## config.mk

```make
export PLATFORM = sky130hd
export DESIGN_NAME = geom_extent_quantize_pack
export DESIGN_NICKNAME = d
export VERILOG_FILES = /design/src/rtl/core/gexq_pkg.sv /design/src/rtl/core/gexq_front.sv /design/src/rtl/core/gexq_queue.sv /design/src/rtl/core/gexq_back.sv /design/src/rtl/core/geom_extent_quantize_pack.sv
export SDC_FILE = /design/constraint.sdc
export NUM_CORES = 1
export LEC_CHECK = 0
export ABC_AREA = 1
export BUFFER_PORTS_ARGS = -buffer_cell sky130_fd_sc_hd__buf_2
export CELL_PAD_IN_SITES_DETAIL_PLACEMENT = 0
export CELL_PAD_IN_SITES_GLOBAL_PLACEMENT = 1
export CORE_ASPECT_RATIO = 2
export CORE_MARGIN = 2
export CORE_UTILIZATION = 29
export CTS_BUF_LIST = sky130_fd_sc_hd__clkbuf_4 sky130_fd_sc_hd__clkbuf_8
export DETAILED_ROUTE_END_ITERATION = 10
export PLACE_DENSITY_LB_ADDON = 0.1
export SLEW_MARGIN = 20
export SYNTH_ARGS = -nofsm -noshare
export SYNTH_HDL_FRONTEND = slang
export SYNTH_HIERARCHICAL = 1
export SYNTH_SLANG_ARGS = --single-unit
```

## constraint.sdc

```tcl
create_clock -name clk -period 4.9 [get_ports clk]
set_clock_uncertainty 0.05 [all_clocks]
set_input_delay 0.245 -clock clk [delete_from_list [all_inputs] [get_ports clk]]
set_output_delay 0.245 -clock clk [all_outputs]
set_load 0.05 [all_outputs]
```

## src/rtl/core/gexq_pkg.sv

```systemverilog
// Shared types and constants for the extent quantize and pack block.
// No dependencies; used by every module under rtl/core.
package gexq_pkg;

	localparam int IDX_W   = 32;           // widest index (lod 30 -> 32 bits)
	localparam int BITS_W  = 6;            // holds an index width of 2..32
	localparam int ACC_W   = IDX_W + 8;    // pending byte plus one full index
	localparam int LOD_W   = 5;
	localparam logic [LOD_W-1:0] LOD_MAX = 5'd30;
	localparam int Q_DEPTH = 4;
	localparam int Q_AW    = 2;
	localparam int Q_CW    = 3;

	// one quantized index on its way from the front to the packer
	typedef struct packed {
		logic [IDX_W-1:0]  idx_al;  // index, left aligned (MSB at bit 31)
		logic [BITS_W-1:0] bits;    // index width
		logic              last;    // closes the extents set
	} item_t;

	// queue status seen by the front and the back
	typedef struct packed {
		logic full;
		logic nonempty;
	} q_stat_t;

endpackage

```

## src/rtl/core/gexq_front.sv

```systemverilog
// Front of the block: clamp, scale by 2^B-1 and round one coordinate per cycle.
// Three-stage pipeline that stalls while the queue is full; depends on gexq_pkg.
module gexq_front #(
	parameter int FRAC_BITS = 24
) (
	input  logic                         clk,
	input  logic                         arst_n,
	input  logic                         in_valid,
	output logic                         in_ready,
	input  logic [31:0]                  coordinate,
	input  logic                         round_up,
	input  logic                         end_of_set,
	input  logic [gexq_pkg::LOD_W-1:0]   lod,
	input  gexq_pkg::q_stat_t            q_stat,
	output logic                         push,
	output gexq_pkg::item_t              push_item
);

	localparam int CW = (FRAC_BITS + 1 > 32) ? FRAC_BITS + 1 : 32;
	localparam int PW = CW + gexq_pkg::IDX_W;
	localparam logic [CW-1:0] ONE = CW'(1) << FRAC_BITS;

	logic adv;
	logic v_s1, v_s2, v_s3;
	logic [CW-1:0] c_s1;
	logic [PW-1:0] p_s2;
	logic up_s1, up_s2;
	logic end_s1, end_s2;
	logic [gexq_pkg::BITS_W-1:0] b_s1, b_s2;
	gexq_pkg::item_t item_s3;

	logic [CW-1:0] raw_ext, c_in;
	logic [gexq_pkg::LOD_W-1:0] lod_sat;
	logic [PW-1:0] sum_s2;
	logic [gexq_pkg::IDX_W-1:0] idx_s2;

	assign adv      = !v_s3 || !q_stat.full;
	assign in_ready = adv;
	assign push     = v_s3 && !q_stat.full;
	assign push_item = item_s3;

	always_comb begin
		raw_ext = CW'(coordinate[30:0]);
		if (coordinate[31]) begin
			c_in = '0;
		end else if (raw_ext > ONE) begin
			c_in = ONE;
		end else begin
			c_in = raw_ext;
		end
		lod_sat = (lod > gexq_pkg::LOD_MAX) ? gexq_pkg::LOD_MAX : lod;
	end

	// P + rounding, then the index sits at bit FRAC_BITS and up
	always_comb begin
		sum_s2 = p_s2 + (up_s2 ? PW'(ONE - CW'(1)) : PW'(0));
		idx_s2 = sum_s2[FRAC_BITS +: gexq_pkg::IDX_W];
	end

	always_ff @(posedge clk or negedge arst_n) begin
		if (!arst_n) begin
			v_s1 <= 1'b0;
			v_s2 <= 1'b0;
			v_s3 <= 1'b0;
		end else if (adv) begin
			v_s1 <= in_valid;
			v_s2 <= v_s1;
			v_s3 <= v_s2;
		end
	end

	always_ff @(posedge clk) begin
		if (adv) begin
			c_s1   <= c_in;
			up_s1  <= round_up;
			end_s1 <= end_of_set;
			b_s1   <= gexq_pkg::BITS_W'(lod_sat) + gexq_pkg::BITS_W'(2);
			// c * (2^B - 1) as a shift and subtract
			p_s2   <= (PW'(c_s1) << b_s1) - PW'(c_s1);
			up_s2  <= up_s1;
			end_s2 <= end_s1;
			b_s2   <= b_s1;
			item_s3.idx_al <= idx_s2 << (gexq_pkg::BITS_W'(gexq_pkg::IDX_W) - b_s2);
			item_s3.bits   <= b_s2;
			item_s3.last   <= end_s2;
		end
	end

endmodule

```

## src/rtl/core/gexq_queue.sv

```systemverilog
// Four-entry queue between the quantizer front and the byte packer.
// Depends on gexq_pkg for the item type and depth.
module gexq_queue (
	input  logic              clk,
	input  logic              arst_n,
	input  logic              push,
	input  gexq_pkg::item_t   push_item,
	input  logic              pop,
	output gexq_pkg::item_t   head,
	output gexq_pkg::q_stat_t stat
);

	gexq_pkg::item_t mem_q [gexq_pkg::Q_DEPTH];
	logic [gexq_pkg::Q_AW-1:0] wr_ptr_q, rd_ptr_q;
	logic [gexq_pkg::Q_CW-1:0] cnt_q;

	assign stat.full     = (cnt_q == gexq_pkg::Q_CW'(gexq_pkg::Q_DEPTH));
	assign stat.nonempty = (cnt_q != '0);
	assign head          = mem_q[rd_ptr_q];

	always_ff @(posedge clk or negedge arst_n) begin
		if (!arst_n) begin
			wr_ptr_q <= '0;
			rd_ptr_q <= '0;
			cnt_q    <= '0;
		end else begin
			if (push) begin
				wr_ptr_q <= wr_ptr_q + 1'b1;
			end
			if (pop) begin
				rd_ptr_q <= rd_ptr_q + 1'b1;
			end
			cnt_q <= cnt_q + gexq_pkg::Q_CW'(push) - gexq_pkg::Q_CW'(pop);
		end
	end

	always_ff @(posedge clk) begin
		if (push) begin
			mem_q[wr_ptr_q] <= push_item;
		end
	end

	property p_no_overflow;
		@(posedge clk) disable iff (!arst_n) push |-> (!stat.full || pop);
	endproperty
	a_no_overflow: assert property (p_no_overflow) else $error("queue overflow");

	property p_no_underflow;
		@(posedge clk) disable iff (!arst_n) pop |-> stat.nonempty;
	endproperty
	a_no_underflow: assert property (p_no_underflow) else $error("queue underflow");

	property p_cnt_range;
		@(posedge clk) disable iff (!arst_n) cnt_q <= gexq_pkg::Q_CW'(gexq_pkg::Q_DEPTH);
	endproperty
	a_cnt_range: assert property (p_cnt_range) else $error("queue count out of range");

endmodule

```

## src/rtl/core/gexq_back.sv

```systemverilog
// Back of the block: appends indices MSB first and emits one byte per cycle.
// Stalls while out_ready is low; depends on gexq_pkg; fed by gexq_queue.
module gexq_back (
	input  logic              clk,
	input  logic              arst_n,
	input  gexq_pkg::item_t   head,
	input  gexq_pkg::q_stat_t q_stat,
	output logic              pop,
	output logic              out_valid,
	input  logic              out_ready,
	output logic [7:0]        out_byte,
	output logic              out_last
);

	localparam int AW = gexq_pkg::ACC_W;
	localparam int TW = gexq_pkg::BITS_W;

	logic          busy_q, end_q;
	logic [AW-1:0] acc_q;
	logic [TW-1:0] tot_q;
	logic          o_valid_q, o_last_q;
	logic [7:0]    o_byte_q;

	logic          adv, have, emits, step, fin;
	logic [AW-1:0] ins, cur_acc;
	logic [TW-1:0] cur_tot, rem;
	logic          cur_end;

	assign adv = !o_valid_q || out_ready;

	always_comb begin
		ins     = {head.idx_al, 8'h00} >> tot_q;
		cur_acc = busy_q ? acc_q : (acc_q | ins);
		cur_tot = busy_q ? tot_q : tot_q + head.bits;
		cur_end = busy_q ? end_q : head.last;
		have    = busy_q || q_stat.nonempty;
		emits   = (cur_tot >= TW'(8)) || cur_end;
		step    = have && (!emits || adv);
		fin     = cur_end && (cur_tot <= TW'(8));
		rem     = cur_tot - TW'(8);
	end

	assign pop = step && !busy_q;

	always_ff @(posedge clk or negedge arst_n) begin
		if (!arst_n) begin
			busy_q    <= 1'b0;
			end_q     <= 1'b0;
			acc_q     <= '0;
			tot_q     <= '0;
			o_valid_q <= 1'b0;
		end else begin
			if (step) begin
				if (!emits) begin
					acc_q  <= cur_acc;
					tot_q  <= cur_tot;
					busy_q <= 1'b0;
				end else if (fin) begin
					acc_q  <= '0;
					tot_q  <= '0;
					busy_q <= 1'b0;
				end else begin
					acc_q  <= cur_acc << 8;
					tot_q  <= rem;
					end_q  <= cur_end;
					busy_q <= cur_end || (rem >= TW'(8));
				end
			end
			if (adv) begin
				o_valid_q <= step && emits;
			end
		end
	end

	always_ff @(posedge clk) begin
		if (adv) begin
			o_byte_q <= cur_acc[AW-1 -: 8];
			o_last_q <= fin;
		end
	end

	assign out_valid = o_valid_q;
	assign out_byte  = o_byte_q;
	assign out_last  = o_last_q;

	property p_idle_partial;
		@(posedge clk) disable iff (!arst_n) !busy_q |-> (tot_q < TW'(8));
	endproperty
	a_idle_partial: assert property (p_idle_partial) else $error("idle with full byte");

	property p_busy_work;
		@(posedge clk) disable iff (!arst_n)
			(busy_q && !end_q) |-> (tot_q >= TW'(8));
	endproperty
	a_busy_work: assert property (p_busy_work) else $error("busy without a byte");

	property p_last_clears;
		@(posedge clk) disable iff (!arst_n)
			(step && emits && fin) |=> (!busy_q && tot_q == '0);
	endproperty
	a_last_clears: assert property (p_last_clears) else $error("set end left bits");

endmodule

```

## src/rtl/core/geom_extent_quantize_pack.sv

```systemverilog
// Top level of the extent quantize and pack block.
// Instantiates gexq_front, gexq_queue and gexq_back; depends on gexq_pkg.
//
// Use:
//   s_* channel: one request per coordinate. s_tdata carries the signed fixed
//   point coordinate (FRAC_BITS fraction bits), s_tuser the round-up flag
//   (ceiling for an upper bound), s_tlast marks the final coordinate of a set.
//   m_* channel: the packed index stream of all requests, MSB first;
//   m_tlast tags the final byte of a set (a partial byte is zero padded).
//   cfg_* channel: writes lod_level (index width lod_level+2, values above
//   30 act as 30); write it only while the block is idle. Always ready.
// Path: three front stages, the queue and the output register lie between
//   an accepted coordinate and its first byte on m_tvalid.
// Throughput: the packer shifts out one byte per cycle while m_tready holds,
//   and an item completes as many bytes as B/8 rounded (4 to 5 at B = 32,
//   fewer for narrow ones); the next item is popped once those bytes are out.
// Reset: clears the pipeline, the queue, the pending partial byte and
//   lod_level. When m_tready is low the output byte holds, the four-entry
//   queue fills and then s_tready drops.
module geom_extent_quantize_pack #(
	parameter int FRAC_BITS = 24
) (
	input  logic        clk,
	input  logic        arst_n,
	input  logic        s_tvalid,
	output logic        s_tready,
	input  logic [31:0] s_tdata,   // [31:0] coordinate
	input  logic        s_tuser,   // [0] round_up
	input  logic        s_tlast,   // end_of_set
	output logic        m_tvalid,
	input  logic        m_tready,
	output logic [7:0]  m_tdata,   // [7:0] packed_byte
	output logic        m_tlast,   // last_byte
	input  logic        cfg_valid,
	output logic        cfg_ready,
	input  logic [4:0]  cfg_data   // [4:0] lod_level
);

	logic [gexq_pkg::LOD_W-1:0] lod_q;
	gexq_pkg::q_stat_t q_stat;
	gexq_pkg::item_t   push_item, head;
	logic push, pop;

	assign cfg_ready = 1'b1;

	always_ff @(posedge clk or negedge arst_n) begin
		if (!arst_n) begin
			lod_q <= '0;
		end else if (cfg_valid) begin
			lod_q <= cfg_data;
		end
	end

	// clamp, scale and round; pushes one left-aligned index per request
	gexq_front #(
		.FRAC_BITS(FRAC_BITS)
	) u_front (
		.clk        (clk),
		.arst_n     (arst_n),
		.in_valid   (s_tvalid),
		.in_ready   (s_tready),
		.coordinate (s_tdata),
		.round_up   (s_tuser),
		.end_of_set (s_tlast),
		.lod        (lod_q),
		.q_stat     (q_stat),
		.push       (push),
		.push_item  (push_item)
	);

	// decouples the quantizer from a stalled byte sink
	gexq_queue u_queue (
		.clk       (clk),
		.arst_n    (arst_n),
		.push      (push),
		.push_item (push_item),
		.pop       (pop),
		.head      (head),
		.stat      (q_stat)
	);

	// bit packer with the output register
	gexq_back u_back (
		.clk       (clk),
		.arst_n    (arst_n),
		.head      (head),
		.q_stat    (q_stat),
		.pop       (pop),
		.out_valid (m_tvalid),
		.out_ready (m_tready),
		.out_byte  (m_tdata),
		.out_last  (m_tlast)
	);

endmodule
```

Yosys cells after proc, flatten, opt, wreduce, memory -nomap -nowiden
Memories as Yosys holds them, arrays and structs flattened.
Cells that the tools add are included.
{"block": "classes", "bitwise": 2, "n_addsub": 10, "order_cmp": 5, "n_reduce_logical": 19, "shift": 3, "multipliers": 0, "eq_ne": 1, "n_div": 0, "muxes": 14}
{"cell": "$mux 40", "count": 3}
{"cell": "$add 56x24->56", "count": 1}
{"cell": "$shl 32x6->56", "count": 1}
{"cell": "$sub 56x32->56", "count": 1}
{"cell": "$or 40x40->40", "count": 1}
{"cell": "$shr 40x6->40", "count": 1}
{"cell": "$shl 32x6->32", "count": 1}
{"cell": "$gt 31x25->1 const B", "count": 1}
{"cell": "$mux 25", "count": 1}
{"cell": "$mux 24", "count": 1}
{"cell": "$mux 6", "count": 3}
{"cell": "$ge 6x4->1 const B", "count": 2}
{"cell": "$add 5x2->6 const B", "count": 1}
{"cell": "$add 6x6->6", "count": 1}
{"cell": "$le 6x4->1 const B", "count": 1}
{"cell": "$logic_or 1x1->1", "count": 6}
{"cell": "$sub 6x4->6 const B", "count": 1}
{"cell": "$sub 6x6->6 const A", "count": 1}
{"cell": "$gt 5x5->1 const B", "count": 1}
{"cell": "$logic_and 1x1->1", "count": 5}
{"cell": "$logic_not 1->1", "count": 5}
{"cell": "$mux 1", "count": 5}
{"cell": "$mux 5", "count": 1}
{"cell": "$add 2x1->2 const B", "count": 2}
{"cell": "other kinds (7)", "count": 7}
{"block": "word_totals", "elab_cells": 81, "reg_bits": 216, "output_inout_bits": 12, "latchBits": 0, "input_bits": 44, "n_memories": 1, "ramBits": 156, "rom_bits": 0}
{"memory": "u_queue.mem_q", "depth": 4, "width": 39, "rd": 1, "rd_clocked_by_memory_dff": 0, "write_ports": 1, "line": "gexq_queue.sv:13", "rtl": "gexq_pkg::item_t mem_q [gexq_pkg::Q_DEPTH];"}

Depth between registers and ports, before layout
An unclocked memory read counts as a cell.
{"block": "logic_depth", "word_depth": 10, "ltp_mapped": 28, "depth_no_buf": 25}

Modules after synthesis
The synthesis kept the hierarchy.
{"module": "gexq_front", "n_inst": 1, "cells_per_inst": 2286, "area_each_um2": 14589.0}
{"module": "gexq_queue", "n_inst": 1, "cells_per_inst": 657, "area_each_um2": 6944.2}
{"module": "gexq_back", "n_inst": 1, "cells_per_inst": 891, "area_each_um2": 5295.1}
{"module": "geom_extent_quantize_pack", "n_inst": 1, "cells_per_inst": 23, "area_each_um2": 196.4}

Least setup slack after synthesis
OpenSTA, ideal clock, no wires.
{"block": "synth_timing", "kind": "register to register", "start": "register u_queue/cnt_q[1] (netlist bit)", "end": "register u_front.v_s1", "path_slack_ps": 182, "t_required_ps": 4705, "setup_time_ps": 145, "stages_incl_launch_ff": 6, "arrival_ps": 4523, "n_path_buf": 0, "cell_sequence": "dfrtp_1 inv_1 nand2_1 nor2_1 nand2_1 mux2_2"}
{"item": "start, declared", "line": "gexq_queue.sv:15", "rtl": "logic [gexq_pkg::Q_CW-1:0] cnt_q;"}
{"item": "start signal, assigned", "line": "gexq_queue.sv:33", "rtl": "cnt_q <= cnt_q + gexq_pkg::Q_CW'(push) - gexq_pkg::Q_CW'(pop);"}
{"item": "end signal, assigned", "line": "gexq_front.sv:66", "rtl": "v_s1 <= in_valid;"}
{"item": "end, declared", "line": "gexq_front.sv:24", "rtl": "logic v_s1, v_s2, v_s3;"}

Final worst setup path
{"block": "layout_timing", "start": "register u_front/b_s1[4] (netlist bit)", "end": "register u_front.p_s2[23] (data pin)"}
{"block": "layout_via", "elab_chain_cells": 2}
{"item": "start, declared", "line": "gexq_front.sv:29", "rtl": "logic [gexq_pkg::BITS_W-1:0] b_s1, b_s2;"}
{"item": "start signal, assigned", "line": "gexq_front.sv:77", "rtl": "b_s1 <= gexq_pkg::BITS_W'(lod_sat) + gexq_pkg::BITS_W'(2);"}
{"item": "$shl 32x6->56", "line": "gexq_front.sv:79", "rtl": "p_s2 <= (PW'(c_s1) << b_s1) - PW'(c_s1);"}
{"item": "$sub 56x32->56", "line": "gexq_front.sv:79"}
{"item": "end signal, assigned", "line": "gexq_front.sv:79"}
{"item": "end, declared", "line": "gexq_front.sv:26", "rtl": "logic [PW-1:0] p_s2;"}
No other way between the ends.
A chain may end at the register's enable or synchronous reset.

==> reports/qor.yml <==
synth:
  synthArstFlopShare_pct: 17.3
  synth-simple-area-share_pct: 38.9
  synthCells: 3857
  yosysTopAreaCellShare_pct: 34.1
  yosys_warnings: 6
  syn_area_per_cell_sq_um: 7.01
  synth_top_family_by_area: "simple AND/OR/NAND/NOR gates"
  yosys.area_share.xor_xnor_pct: 1.78
  yosysMostFrequentCell: "nand2_1"
  synth_common_cells: "nand2_1, nand3_1, inv_1"
  ys_seq_area_share_pct: 40.0
  syn_area_sq_um: 27000
  synth_compound_area_share_pct: 5.03
  synth_top_area_cell: "edfxtp_1"
  synth-adder-area-share_pct: 3.46
  synth_cell_types: 58
  synth-main-ff-cell: "edfxtp_1"
  ys_top_cells_by_area: "edfxtp_1, nand2_1, nand3_1, inv_1, dfrtp_1"
  synth.area.mux_share_pct: 0.0417
  synth_seq_cells: 371
  synth-edff-count: 307
clock_network:
  cts-root-buf: "clkbuf_8"
  cts_hold_buf: 47
  cts_tree: "built"
  htree_levels: 2
  cts_setup_buffers: 0
  cts_buffers: 58
  ctsResizeCount: 0
  clock_latency_ns: 0.73
  clkTransAtPathRegs_ns: 0.07
  cts.sinks: 371
  cts_max_path_buffers: 3
drt:
  routed_wl_um: 108000
  ant_nets: 0
  drc: 0
  drt_iter0_markers: 1425
  via_per_inst: 4.90
  vias: 25338
  drtPass1Iterations: 5
  wl_per_cell_um: 21.0
finish:
  final_cell_count_no_fill: 5174
  fillers: 10240
  drive_gt1_share_pct: 7.50
  regArea_sq_um: 10800
  multi_input_area_sq_um: 13400
  num-nets-final: 4043
  area_growth_pct: 11.5
sta:
  setup_tns_ns: 0
  fin_crit_sh_pct: 87.5
  setup_viol_count_final: 0
  relSlewSlack_pct: 30.1
  period_needed_ns: 4.29
  fmax_mhz: 233
  grt_setup_unrepaired: "no"
  hold_viol: 0
  setup_ws_ns: 0.612
  slew_viol_final: 0
  worstMarginPinSlew_ns: 1.05
floorplan:
  rows: 158
  die_w_um: 220
  initial_utilization_pct: 29.2
  dieArea_sq_um: 95800
  coreArea_sq_um: 92500
  ios: 56
  die_h_um: 436
grt:
  grt_overflow: 0
  grt_pass1_wl_um: 160000
  antenna_found_initial: 2
  grt_usage_pct: 22.7
  grt_start_max_net_pins: 115
  grt_pass1_vias: 25984
worst_setup_path:
  cp.arrival_ns: 4.68
  startpoint_type: "register"
  endpoint_kind: "register"
  worstPathRequired_ns: 5.30
  worstSetupPathType: "reg -> reg"
  cp_max_fo: 17
placement:
  dp.cells: 5019
  dp_hpwl_um: 87700
  gp_congestion: 0.966
  numPortBuffers: 54
  place_ws_ns: 0.624
pwr:
  p_leak_nw: 14.6
  vdd_ir_drop_max_uv: 309
  p_per_area_nw_per_um2: 808
outcome:
  status: "finished clean"
min_path:
  hp-class: "in -> async"
run:
  maxCapViolCount: 0
-- cells in the final DEF (no fill, tap or decap), types with 12 or more instances in the layout --
cell,netlist,final
nor2_1,244,244
clkbuf_4,0,20
ha_1,70,70
nand4_1,70,70
buf_4,10,51
a21oi_1,90,90
nand3_1,768,768
o21ai_0,63,63
nor3_1,28,28
xor2_1,44,44
o21ai_1,12,12
nand3b_1,17,17
nand2_1,1229,1228
dlygate4sd3_1,0,47
clkinv_1,7,20
dfrtp_1,64,63
clkbuf_8,0,58
buf_2,45,53
o21ai_2,26,26
edfxtp_1,307,307
inv_2,14,17
inv_1,545,541
-- flip-flops by register name, indices dropped and copies added (netlist names), 2 cells and up --
| name | flops |
|---|---|
| u_queue/mem_q | 156 |
| u_front/p_s2 | 56 |
| u_back/acc_q | 40 |
| u_front/push_item | 39 |
| u_front/c_s1 | 31 |
| u_back/out_byte | 8 |
| u_back/tot_q | 6 |
| u_front/b_s1 | 6 |
| u_front/b_s2 | 6 |
| lod_q | 5 |
| u_queue/cnt_q | 3 |
| u_queue/rd_ptr_q | 2 |
| u_queue/wr_ptr_q | 2 |
-- worst max-delay path: stages, from the launching register on --
cell	delay (ns)
edfxtp_1	0.45
nor2_4	0.44
clkinv_1	0.18
buf_4	0.25
nor3_1	0.40
ha_1	0.37
nand2_1	0.09
inv_1	0.04
a21oi_1	0.34
o21ai_1	0.18
nand2_1	0.09
nand2_1	0.10
nand2_1	0.08
nand2_1	0.11
a21oi_1	0.30
o21ai_1	0.17
xor2_1	0.34
-- power breakdown --
group	switching (mW)	leakage (nW)	total (mW)	internal, mW
clock network	1.30	0.612	2.67	1.37
logic	11.4	10.0	15.7	4.28
registers	0.878	3.95	5.98	5.11
total	13.6	14.6	24.3	10.8
-- routing by layer --
metal	up-vias	global-route usage [%]	wire length, um
li1	12716	-	-
met1	11741	18.7	32300
met2	569	46.0	62400
met3	312	1.92	2510
met4	0	19.9	11300
met5	-	0	0
-- final timing paths --
check,cells past startpoint,startpoint,to,slack (ns)
setup / recovery,16,u_front/b_s1[4]$_DFFE_PP_,u_front/p_s2[23]$_DFFE_PP_,0.61
hold / removal,3,arst_n,u_back/acc_q[11]$_DFFE_PN0P_,0.20
setup reg to reg,16,u_front/b_s1[4]$_DFFE_PP_,u_front/p_s2[23]$_DFFE_PP_,0.61
hold reg to reg,0,u_front/up_s1$_DFFE_PP_,u_front/up_s2$_DFFE_PP_,0.37
max in group asynchronous,3,arst_n,u_queue/rd_ptr_q[0]$_DFFE_PN0P_,3.97
min in group clk,2,s_tlast,u_front/end_s1$_DFFE_PP_,0.20
-- cell type report --
cell class | count | share of cell area (%)
Inverter | 566 | 7.05
Clock buffer | 78 | 3.15
Multi-Input combinational cell | 2775 | 44.3
Timing Repair Buffer | 154 | 3.91
Sequential cell | 371 | 35.9
Antenna cell | 2 | 0.0166
Tap cell | 1200 | 4.98
Clock inverter | 28 | 0.677
-- stage by stage --
stage | power, mW | cell area (sq um) | hold slack [ns] | utilization, %
floorplan | 16.1 | 27000 | -0.101 | -
global placement | 22.0 | 28500 | 0.00439 | 30.8
detailed placement | 21.9 | 28500 | 0.00675 | 30.8
CTS | 24.7 | 30100 | 0.131 | 32.6
global route | 26.3 | 30100 | 0.189 | 32.6
finish | 24.3 | 30100 | 0.202 | 32.6
-- cells by family after synthesis --
group,count (synthesis)
AND/OR/NAND/NOR,2409
flip-flops,371
adder cells (fa/ha/maj),73
AO/OA/AOI/OAI,230
other,2
buffers and inverters,716
multiplexers,1
XOR/XNOR,55
Power figures use the tool's default switching activity.
